[src/sv/lcnc_pkg.sv]
// Shared types, constants and helpers for the card number classifier.
// No dependencies; imported by every module of the block.
package lcnc_pkg;

   localparam int CardWidth  = 54;
   localparam int DigitWidth = 4;
   localparam int BcdDigits  = 17;
   localparam int BcdWidth   = BcdDigits * DigitWidth;
   localparam int CntWidth   = $clog2(CardWidth);

   typedef enum logic [1:0] {
      CLS_INVALID = 2'd0,
      CLS_P4      = 2'd1,
      CLS_P3X     = 2'd2,
      CLS_P5X     = 2'd3
   } class_type;

   typedef enum logic [1:0] {
      ST_IDLE,
      ST_CONVERT,
      ST_SUM,
      ST_DONE
   } state_type;

   // control from the sequencer to the decimal shift register
   typedef struct packed {
      logic load;
      logic convert;
      logic shift_digit;
   } bcd_ctl_type;

   function automatic logic [DigitWidth-1:0] bcd_digit(
      input logic [BcdWidth-1:0] bcd,
      input int                  idx
   );
      bcd_digit = bcd[idx*DigitWidth +: DigitWidth];
   endfunction

   // Prefix/length class from the decimal digits (digit 0 is least significant).
   // Every class needs digit 16 to be zero, so 17-digit values fall out.
   function automatic class_type prefix_class(input logic [BcdWidth-1:0] bcd);
      logic [DigitWidth-1:0] d16, d15, d14, d13, d12;
      d16 = bcd_digit(bcd, 16);
      d15 = bcd_digit(bcd, 15);
      d14 = bcd_digit(bcd, 14);
      d13 = bcd_digit(bcd, 13);
      d12 = bcd_digit(bcd, 12);
      prefix_class = CLS_INVALID;
      if (d16 == 4'd0 && d15 == 4'd4) begin
         prefix_class = CLS_P4;
      end else if (d16 == 4'd0 && d15 == 4'd0 && d14 == 4'd0 && d13 == 4'd0
                   && d12 == 4'd4) begin
         prefix_class = CLS_P4;
      end else if (d16 == 4'd0 && d15 == 4'd0 && d14 == 4'd3
                   && (d13 == 4'd4 || d13 == 4'd7)) begin
         prefix_class = CLS_P3X;
      end else if (d16 == 4'd0 && d15 == 4'd5 && d14 >= 4'd1 && d14 <= 4'd5) begin
         prefix_class = CLS_P5X;
      end
   endfunction

endpackage

[src/sv/luhn_card_number_classifier.sv]
// Steps from request accept to result valid: operand load on the accept edge,
// 54 convert steps of one bit each, 17 Luhn digit steps, 1 result load, held
// while the result slot is full. One request at a time: the bit-serial converter
// is the shared unit and a new request is taken once the result is parked.
// Reset (synchronous, active high) clears the sequencer and the result valid.
// Top level of the Luhn card number classifier; uses lcnc_pkg,
// lcnc_bin2bcd and lcnc_luhn_acc.
module luhn_card_number_classifier (
   input  logic                           clock,
   input  logic                           reset,
   input  logic                           req_valid,
   output logic                           req_stall,
   input  logic [lcnc_pkg::CardWidth-1:0] req_card_value,
   output logic                           rsp_valid,
   input  logic                           rsp_stall,
   output logic                           rsp_checksum_ok,
   output logic [1:0]                     rsp_issuer_class
);
   import lcnc_pkg::*;

   // sequencer
   state_type             state_ff, state_in;
   logic [CntWidth-1:0]   cnt_ff, cnt_in;
   bcd_ctl_type           bcd_ctl;
   logic                  req_take;
   logic                  rsp_free;
   logic                  acc_clear;
   logic                  acc_step;
   logic                  cls_capture;

   // datapath
   logic [BcdWidth-1:0]   bcd;
   logic [DigitWidth-1:0] low_digit;
   logic                  sum_zero;
   class_type             cls_ff, cls_in;

   // result register
   logic                  rsp_valid_ff, rsp_valid_in;
   logic                  rsp_ok_ff, rsp_ok_in;
   class_type             rsp_cls_ff, rsp_cls_in;

   assign req_take = req_valid && !req_stall;
   // result slot can take a new result when empty or being drained
   assign rsp_free = !rsp_valid_ff || !rsp_stall;

   // next state
   always_comb begin
      state_in = state_ff;
      cnt_in   = cnt_ff;
      unique case (state_ff)
         ST_IDLE: begin
            if (req_valid) begin
               state_in = ST_CONVERT;
               cnt_in   = '0;
            end
         end
         ST_CONVERT: begin
            if (cnt_ff == CntWidth'(CardWidth - 1)) begin
               state_in = ST_SUM;
               cnt_in   = '0;
            end else begin
               cnt_in = cnt_ff + 1'b1;
            end
         end
         ST_SUM: begin
            if (cnt_ff == CntWidth'(BcdDigits - 1)) begin
               state_in = ST_DONE;
               cnt_in   = '0;
            end else begin
               cnt_in = cnt_ff + 1'b1;
            end
         end
         ST_DONE: begin
            if (rsp_free) begin
               state_in = ST_IDLE;
            end
         end
         default: begin
            state_in = ST_IDLE;
         end
      endcase
   end

   // outputs of the sequencer
   always_comb begin
      req_stall           = 1'b1;
      bcd_ctl             = '0;
      acc_clear           = 1'b0;
      acc_step            = 1'b0;
      cls_capture         = 1'b0;
      unique case (state_ff)
         ST_IDLE: begin
            req_stall    = 1'b0;
            bcd_ctl.load = req_valid;
            acc_clear    = req_valid;
         end
         ST_CONVERT: begin
            bcd_ctl.convert = 1'b1;
         end
         ST_SUM: begin
            // digits are complete on the first sum cycle, grab the prefix class
            cls_capture         = (cnt_ff == '0);
            bcd_ctl.shift_digit = 1'b1;
            acc_step            = 1'b1;
         end
         ST_DONE: begin
         end
         default: begin
         end
      endcase
   end

   always_ff @(posedge clock) begin
      if (reset) begin
         state_ff <= ST_IDLE;
         cnt_ff   <= '0;
      end else begin
         state_ff <= state_in;
         cnt_ff   <= cnt_in;
      end
   end

   lcnc_bin2bcd u_bin2bcd (
      .clock     (clock),
      .ctl       (bcd_ctl),
      .bin_value (req_card_value),
      .bcd       (bcd),
      .low_digit (low_digit)
   );

   lcnc_luhn_acc u_luhn_acc (
      .clock    (clock),
      .clear    (acc_clear),
      .step     (acc_step),
      .digit    (low_digit),
      .sum_zero (sum_zero)
   );

   assign cls_in = cls_capture ? prefix_class(bcd) : cls_ff;

   // result register: loads in DONE, clears when the result is taken
   always_comb begin
      rsp_valid_in = rsp_valid_ff;
      rsp_ok_in    = rsp_ok_ff;
      rsp_cls_in   = rsp_cls_ff;
      if (rsp_valid_ff && !rsp_stall) begin
         rsp_valid_in = 1'b0;
      end
      if (state_ff == ST_DONE && rsp_free) begin
         rsp_valid_in = 1'b1;
         rsp_ok_in    = sum_zero;
         // a failed check forces the invalid class
         rsp_cls_in   = sum_zero ? cls_ff : CLS_INVALID;
      end
   end

   always_ff @(posedge clock) begin
      cls_ff     <= cls_in;
      rsp_ok_ff  <= rsp_ok_in;
      rsp_cls_ff <= rsp_cls_in;
      if (reset) begin
         rsp_valid_ff <= 1'b0;
      end else begin
         rsp_valid_ff <= rsp_valid_in;
      end
   end

   assign rsp_valid        = rsp_valid_ff;
   assign rsp_checksum_ok  = rsp_ok_ff;
   assign rsp_issuer_class = rsp_cls_ff;

   // an accepted request always starts a fresh conversion
   a_accept_starts: assert property (@(posedge clock) disable iff (reset)
      req_take |=> (state_ff == ST_CONVERT && cnt_ff == '0))
      else $error("accepted request did not start conversion");

   // a new result only appears out of the DONE state
   a_rsp_from_done: assert property (@(posedge clock) disable iff (reset)
      $rose(rsp_valid) |-> $past(state_ff) == ST_DONE)
      else $error("result raised outside DONE");

   // a real issuer class implies a passing checksum
   a_class_needs_ok: assert property (@(posedge clock) disable iff (reset)
      (rsp_valid && rsp_issuer_class != 2'(CLS_INVALID)) |-> rsp_checksum_ok)
      else $error("issuer class given with failed checksum");

   // bit counter stays within the conversion length
   a_cnt_range: assert property (@(posedge clock) disable iff (reset)
      state_ff == ST_CONVERT |-> cnt_ff <= CntWidth'(CardWidth - 1))
      else $error("conversion counter overran");

endmodule

[src/sv/lcnc_bin2bcd.sv]
// Bit-serial binary to decimal converter (shift-and-add-3), then a digit
// shifter that hands out one decimal digit per cycle. Depends on lcnc_pkg.
module lcnc_bin2bcd (
   input  logic                               clock,
   input  lcnc_pkg::bcd_ctl_type              ctl,
   input  logic [lcnc_pkg::CardWidth-1:0]     bin_value,
   output logic [lcnc_pkg::BcdWidth-1:0]      bcd,
   output logic [lcnc_pkg::DigitWidth-1:0]    low_digit
);
   import lcnc_pkg::*;

   logic [CardWidth-1:0] bin_ff, bin_in;
   logic [BcdWidth-1:0]  bcd_ff, bcd_in;
   logic [BcdWidth-1:0]  adj;

   always_comb begin
      for (int i = 0; i < BcdDigits; i++) begin
         if (bcd_ff[i*DigitWidth +: DigitWidth] >= 4'd5) begin
            adj[i*DigitWidth +: DigitWidth] = bcd_ff[i*DigitWidth +: DigitWidth] + 4'd3;
         end else begin
            adj[i*DigitWidth +: DigitWidth] = bcd_ff[i*DigitWidth +: DigitWidth];
         end
      end
   end

   always_comb begin
      bin_in = bin_ff;
      bcd_in = bcd_ff;
      if (ctl.load) begin
         bin_in = bin_value;
         bcd_in = '0;
      end else if (ctl.convert) begin
         bin_in = {bin_ff[CardWidth-2:0], 1'b0};
         bcd_in = {adj[BcdWidth-2:0], bin_ff[CardWidth-1]};
      end else if (ctl.shift_digit) begin
         bcd_in = {{DigitWidth{1'b0}}, bcd_ff[BcdWidth-1:DigitWidth]};
      end
   end

   always_ff @(posedge clock) begin
      bin_ff <= bin_in;
      bcd_ff <= bcd_in;
   end

   assign bcd       = bcd_ff;
   assign low_digit = bcd_ff[DigitWidth-1:0];

endmodule

[src/sv/lcnc_luhn_acc.sv]
// Luhn digit accumulator, mod 10, one digit per cycle from the right.
// Depends on lcnc_pkg.
module lcnc_luhn_acc (
   input  logic                             clock,
   input  logic                             clear,
   input  logic                             step,
   input  logic [lcnc_pkg::DigitWidth-1:0]  digit,
   output logic                             sum_zero
);
   import lcnc_pkg::*;

   logic [3:0] acc_ff, acc_in;
   logic       odd_ff, odd_in;
   logic [4:0] dbl;
   logic [3:0] term;
   logic [4:0] total;

   always_comb begin
      dbl = {digit, 1'b0};
      if (!odd_ff) begin
         term = digit;
      end else if (dbl >= 5'd10) begin
         term = 4'(dbl - 5'd9);
      end else begin
         term = dbl[3:0];
      end
      total = {1'b0, acc_ff} + {1'b0, term};
   end

   always_comb begin
      acc_in = acc_ff;
      odd_in = odd_ff;
      if (clear) begin
         acc_in = 4'd0;
         odd_in = 1'b0;
      end else if (step) begin
         acc_in = (total >= 5'd10) ? 4'(total - 5'd10) : total[3:0];
         odd_in = !odd_ff;
      end
   end

   always_ff @(posedge clock) begin
      acc_ff <= acc_in;
      odd_ff <= odd_in;
   end

   assign sum_zero = (acc_ff == 4'd0);

endmodule
[config.mk]
export PLATFORM = sky130hd
export DESIGN_NAME = luhn_card_number_classifier
export DESIGN_NICKNAME = d
export VERILOG_FILES = /design/src/sv/lcnc_pkg.sv /design/src/sv/luhn_card_number_classifier.sv /design/src/sv/lcnc_bin2bcd.sv /design/src/sv/lcnc_luhn_acc.sv
export SDC_FILE = /design/constraint.sdc
export NUM_CORES = 1
export LEC_CHECK = 0
export ABC_AREA = 1
export BUFFER_PORTS_ARGS = -buffer_cell sky130_fd_sc_hd__buf_2
export CORE_MARGIN = 2
export CORE_UTILIZATION = 25
export DETAILED_ROUTE_END_ITERATION = 8
export SYNTH_ARGS = -nofsm -noshare
export SYNTH_HDL_FRONTEND = slang
export SYNTH_HIERARCHICAL = 1
export SYNTH_SLANG_ARGS = --single-unit
[constraint.sdc]
create_clock -name clock -period 8.79 [get_ports clock]
set_input_delay 0.879 -clock clock [delete_from_list [all_inputs] [get_ports clock]]
set_output_delay 0.879 -clock clock [all_outputs]
set_load 0.02 [all_outputs]
==> run metrics, run 1 <==
internal power 2100 uW; Least-Margin Pin Slew just over 1 ns; Max rail drop VDD between 0.15 and 0.2 mV; status finished, final reports clean; crit-path max cell delay 0.63 ns; Setup TNS Final 0 ns; Post-synth EDFFs 59; IO buf count 62; initial DRC count approximately 500; Power Dens Cells about 380 nW/um^2; number of setup buffers added after CTS 0; routed vias between 7,000 and 8,000; # IOs 63; final cell count without fillers around 1,600; cells after synthesis approximately 1,100; Rows 67; number of inserted diodes 0; post-synthesis mux area share 0%; Worst-path clk slew about 0.06 ns; DIE HEIGHT approximately 190 um; clock network power share between 20 and 25%; Comb power frac approximately 46%; Detailed Routing Iterations Pass 1 6; Placed Cells between 1,500 and 2,000; Worst setup SP type register; Worst Hold Class register to register; Max Fclk between 300 and 400 MHz; Place WS ~5.7 ns; crit path kind register to register; Chip Width around 190 um; crit end category register; largest net degree at the start of global routing about 100; Arr. time, crit path about 3.4 ns; Adder-Cell Fraction of Synth Area approximately 7.5%; initial antenna violation count 0; TritonCTS clock tree yes; post-layout min period 3.02 ns; count leader, synth nand2_1; global-route wire length before repair about 33,000 um; Yosys warning count 6; top post-synthesis cells by count nand2_1 (346), inv_1 (157), o21ai_0 (102); setup ws final 5.77 ns; post-CTS sizing 0; H-tree depth 4; Avg Cell Area, Syn 7.45 um^2; compound-cell area share of the yosys netlist roughly 15%; slowest library cell on the worst path inv_2; register area share after synthesis between 40% and 50%; Tot Pwr ~3700 uW; Max clock buf depth 2; Via density 4.46; GPL Wtd Cong 0.764; xor/xnor share of the synthesized area between 3 and 4%; fin nets around 1,300; worst-path cell chain inv_1 > ha_1 > buf_4 > inv_2 > buf_4 > nand2_2 > inv_2 > a21oi_1 > nand2_1 > inv_1; unrepaired setup endpoints after global routing no; DRC 0; Setup Skew ~0.012 ns; die area 35,400 um^2; total wire length about 19,000 um; Sw Pwr 1610 uW; Worst Path Max Fanout 40; Yosys top cell by area edfxtp_1; CTS sink cnt 141; total CTS buffers 17; Seq cells post-synth between 100 and 150; hold slack around 0.48 ns; vias in the first global route 7,000; GRT Util Overall 11.2%; Synth top area share between 20% and 30%; ANT nets after route 0; Syn Nets 1,246; post-route clock period utilization around 34%; maxcap violations 0; hpwl dp 12,200 um; CTS Hold Bufs 0; Core ar. between 30,000 and 40,000 um^2; main combinational cell family by area after synthesis simple AND/OR/NAND/NOR gates; CP delay by family, top buffers and inverters; Required @ worst endpoint a little over 9 ns; Clk Latency, worst-skew pair between 0.4 and 0.5 ns; sequential power share between 30% and 40%; share of cells above drive strength 1 around an eighth; Clock Tree Root clkbuf_16; slew margin rel. roughly a third; routed len/inst 11.7 um; Slew Viols, Final 0; Starting Density between 20% and 30%; # setup viols final 0; Synth area leaders edfxtp_1 (21%), dfxtp_1 (19%), nand2_1 (15%); Leakage 0.00441 uW; Switching Fraction a little over two fifths; Netlist Area Pre-Place 8480 um^2; Post-Synth Simple-Gate Area between 20% and 30%; ys async rst share 0%; synthesis-to-finish area growth 15.3%; Hold Vio Cnt, Final 0; post-synth cell types 38; top_reg_cell synth dfxtp_1; total congestion overflow 0; Buf/Inv on CP 6
==> path summary, 6_finish.rpt <==
| kind | startpoint | end | slack (ns) | cells past startpoint |
|---|---|---|---|---|
| setup reg to reg | state_ff[1]$_SDFFE_PP0P_ | u_bin2bcd/bcd[57]$_SDFFE_PP0P_ | 5.77 | 10 |
| hold reg to reg | rsp_valid$_SDFFE_PP0P_ | rsp_valid$_SDFFE_PP0P_ | 0.48 | 2 |
| setup / recovery | state_ff[1]$_SDFFE_PP0P_ | u_bin2bcd/bcd[57]$_SDFFE_PP0P_ | 5.77 | 10 |
| hold / removal | rsp_valid$_SDFFE_PP0P_ | rsp_valid$_SDFFE_PP0P_ | 0.48 | 2 |
==> cell families after synthesis <==
group,count (synthesis)
compound gates,222
xor+xnor,33
fa+ha+maj,50
buf+inv,209
flops,141
simple gates,483
==> placed cells by master (no fill, tap or decap), types with 15 or more instances in the layout <==
master and count:
nand2_1 345, inv_1 156, o21ai_0 102, dfxtp_1 82, a21oi_1 78, nand3_1 63, buf_2 62, edfxtp_1 59
ha_1 49, xor2_1 33, nor2_1 31, nand4_1 22, clkbuf_16 17, a211oi_2 15
==> metrics by stage <==
| stage | util [%] | instance area [um^2] |
|---|---|---|
| after floorplan | - | 8480 |
| after global placement | 27.4 | 9150 |
| final | 29.2 | 9770 |
| after CTS | 29.2 | 9770 |
| after detailed placement | 27.4 | 9150 |
| after global routing | 29.2 | 9770 |
==> worst min-delay path: stages (launching register included) <==
cell and delay, ns:
dfxtp_1 0.32, nand2_1 0.07, a21oi_1 0.05
==> sequential cells by signal, indices dropped and copies added (netlist names), 2 cells and up <==
signal / flops
u_bin2bcd/bin_ff: 54
rsp_issuer_class: 2
cls_ff: 2
state_ff: 2
cnt_ff: 6
u_luhn_acc/acc_ff: 4
u_bin2bcd/bcd: 68
==> power by group through the flow <==
stage | combinational [uW] | clock [uW] | sequential [uW]
after CTS | 1710 | 784 | 1250
after global placement | 1650 | 0 | 1250
after detailed placement | 1690 | 0 | 1260
final | 1700 | 762 | 1250
after floorplan | 1390 | 0 | 1200
after global routing | 1960 | 810 | 1290
==> area by class of cell <==
cell class	instances	area, um^2
fill	3565	23700
multi-input combinational	788	4210
sequential	141	3410
inverter	163	612
tap	448	561
clock buffer	18	439
timing repair buffer	68	355
clock inverter	14	183
==> per-layer routing <==
layer  up-vias  part of all wire, %  global-route usage, %
li1       3788                    -                      -
met1      3382                   49                   14.4
met2       124                   45                   17.9
met3        21                  3.8                   2.43
met4         0                  1.7                   4.97
met5         -                    0                      0
(Power assumes the default switching activity.)
==> run 2, diff against run 1 <==
- clock period: 8.79 -> 2.4 ns (I/O delays scaled with it)
==> run metrics, run 2 (synthesis results as in run 1) <==
Hold Vio Cnt, Final 0; IO buf count 62; Worst R2R Path Depth 18; total wire length about 19,000 um; synthesis-to-finish area growth 18.0%; TritonCTS clock tree yes; total congestion overflow 0; largest net degree at the start of global routing 78; Clock Tree Root clkbuf_16; final instance area 10,000 um^2; # setup viols final 3; maxcap violations 0; routed len/inst about 12 um; Arr. time, crit path 2.79 ns; commonest non-fill, non-tap cells in the layout nand2_1 (342), inv_1 (152), o21ai_0 (100); DIE HEIGHT between 150 and 200 um; Slew Viols, Final 0; crit end category register; Least-Margin Pin Slew around 0.64 ns; die area about 35,000 um^2; initial DRC count around 370; fin nets between 1,000 and 1,500; global-route wire length before repair between 30,000 and 40,000 um; crit path kind register to register; Setup TNS Final -0.185 ns; post-route clock period utilization 103%; unrepaired setup endpoints after global routing yes; Area after DPL roughly 9400 um^2; GPL Wtd Cong 0.774; Worst Path Max Fanout 4; Setup Skew approximately 0.013 ns; Power Dens Cells between 1000 and 1500 nW/um^2; Leakage approximately 0.0045 uW; CP Launch Point u_bin2bcd/bcd[0]$_SDFFE_PP0P_; multi-input logic area roughly 4300 um^2; worst r2r dst u_luhn_acc/acc_ff[3]$_SDFFE_PP0P_; Worst Hold Class primary input to register; post-layout min period 2.48 ns; Required @ worst endpoint ~2.7 ns; worst r2r src u_bin2bcd/bcd[0]$_SDFFE_PP0P_; worst-path cell chain inv_4 > ha_4 > inv_2 > o21ai_2 > nand2_2 > nand2_1 > o21ai_1 > ha_2 > inv_2 > fa_2 > inv_1 > nand2_1 > and2_4 > ha_4 > buf_4 > nand3_1 > nand2_1 > o21a_1; ANT nets after route 0; Tot Pwr roughly 14,000 uW; DRC 0; Starting Density between 20% and 30%; slew margin rel. ~57%; Max clock buf depth 2; most used cell, CP nand2_1; Worst setup SP type register; Max rail drop VDD 0.643 mV; initial antenna violation count 1; slowest library cell on the worst path fa_2; Clk Latency, worst-skew pair 0.43 ns; commonest non-fill, non-tap cell in the layout nand2_1; H-tree depth 4; Layout fillers around 3,600; CTS sink cnt between 100 and 150; Core ar. between 30,000 and 40,000 um^2; flip-flop and latch area roughly 3400 um^2; share of cells above drive strength 1 between 10% and 20%; hpwl dp about 13,000 um; routed vias 7,355; status finished, violations left; Setup crit end u_luhn_acc/acc_ff[3]$_SDFFE_PP0P_; max FFs per register 68; Max Fclk ~400 MHz; Worst-path clk slew around 0.07 ns; total CTS buffers 17; setup ws final -0.0756 ns; Chip Width 188 um; crit-path max cell delay approximately 0.38 ns; failing checks setup timing; setup slack, reg-to-reg -0.08 ns; Detailed Routing Iterations Pass 1 5; Rows between 60 and 70; # IOs 63; Via density ~4.4; GRT Util Overall 11.4%; vias in the first global route roughly 7,000; number of inserted diodes 0; Place WS -0.109 ns
-- run 2: cell count changes in the layout (fill, tap and decap cells not counted), sizes merged --
cell	change
bufinv	-2
clkinvlp	-1
inv	+2
clkinv	+1
dlygate4sd3	+1
buf	+21
-- run 2: where the power goes --
group	internal, uW	switching (uW)
logic	2540	4210
clock network	1450	1130
registers	3860	679
-- run 2: metal layers --
metal  part of all wire (%)  vias up  GRT usage (%)
met5                  0.056        -              0
met4                    1.5        2           3.76
met3                    4.1       17           2.71
met2                     47      111           18.9
met1                     48     3384           14.5
li1                       -     3841              -
-- run 2: worst min-delay path by stage --
stage / from / endpoint / cells after the start
after floorplan: reset / rsp_valid$_SDFFE_PP0P_ / 1
after global placement: reset / rsp_valid$_SDFFE_PP0P_ / 2
after detailed placement: reset / rsp_valid$_SDFFE_PP0P_ / 2
after CTS: req_card_value[9] / u_bin2bcd/bin_ff[9]$_DFFE_PP_ / 3
after global routing: req_card_value[9] / u_bin2bcd/bin_ff[9]$_DFFE_PP_ / 3
final: req_card_value[16] / u_bin2bcd/bin_ff[16]$_DFFE_PP_ / 3
-- run 2: layout make-up --
cell class	instances	area share [%]
Inverter	163	6.17
Multi-Input combinational cell	788	42.6
Sequential cell	141	34.2
Tap cell	448	5.60
Clock inverter	14	1.34
Clock buffer	18	4.29
Timing Repair Buffer	90	5.85
-- run 2: through the flow --
stage / hold slack, ns / util [%] / instances
finish: 0.0818 / 29.9 / 1662
global route: 0.0730 / 29.9 / 1662
CTS: 0.0586 / 29.8 / 1661
detailed placement: 0.421 / 28.1 / 1627
global placement: 0.426 / 28.1 / 1627
floorplan: 0.309 / - / 1138
-- run 2: critical path: cells and delay by family (launching register included) --
kind / cells / cell delay [ns]
AO/OA/AOI/OAI: 3 / 0.33
flip-flops: 1 / 0.37
AND/OR/NAND/NOR: 6 / 0.48
adder cells (fa/ha/maj): 4 / 0.89
buffers and inverters: 5 / 0.33
-- run 2: timing repair --
| action | CTS | global route |
|---|---|---|
| hold buffers | 1 | 0 |
| setup buffers | 1 | 1 |
| endpoints found under the hold margin | 1 | 0 |
| resized for setup | 2 | 4 |
| pin swaps | 4 | 1 |
| setup endpoints to repair | 3 | 3 |
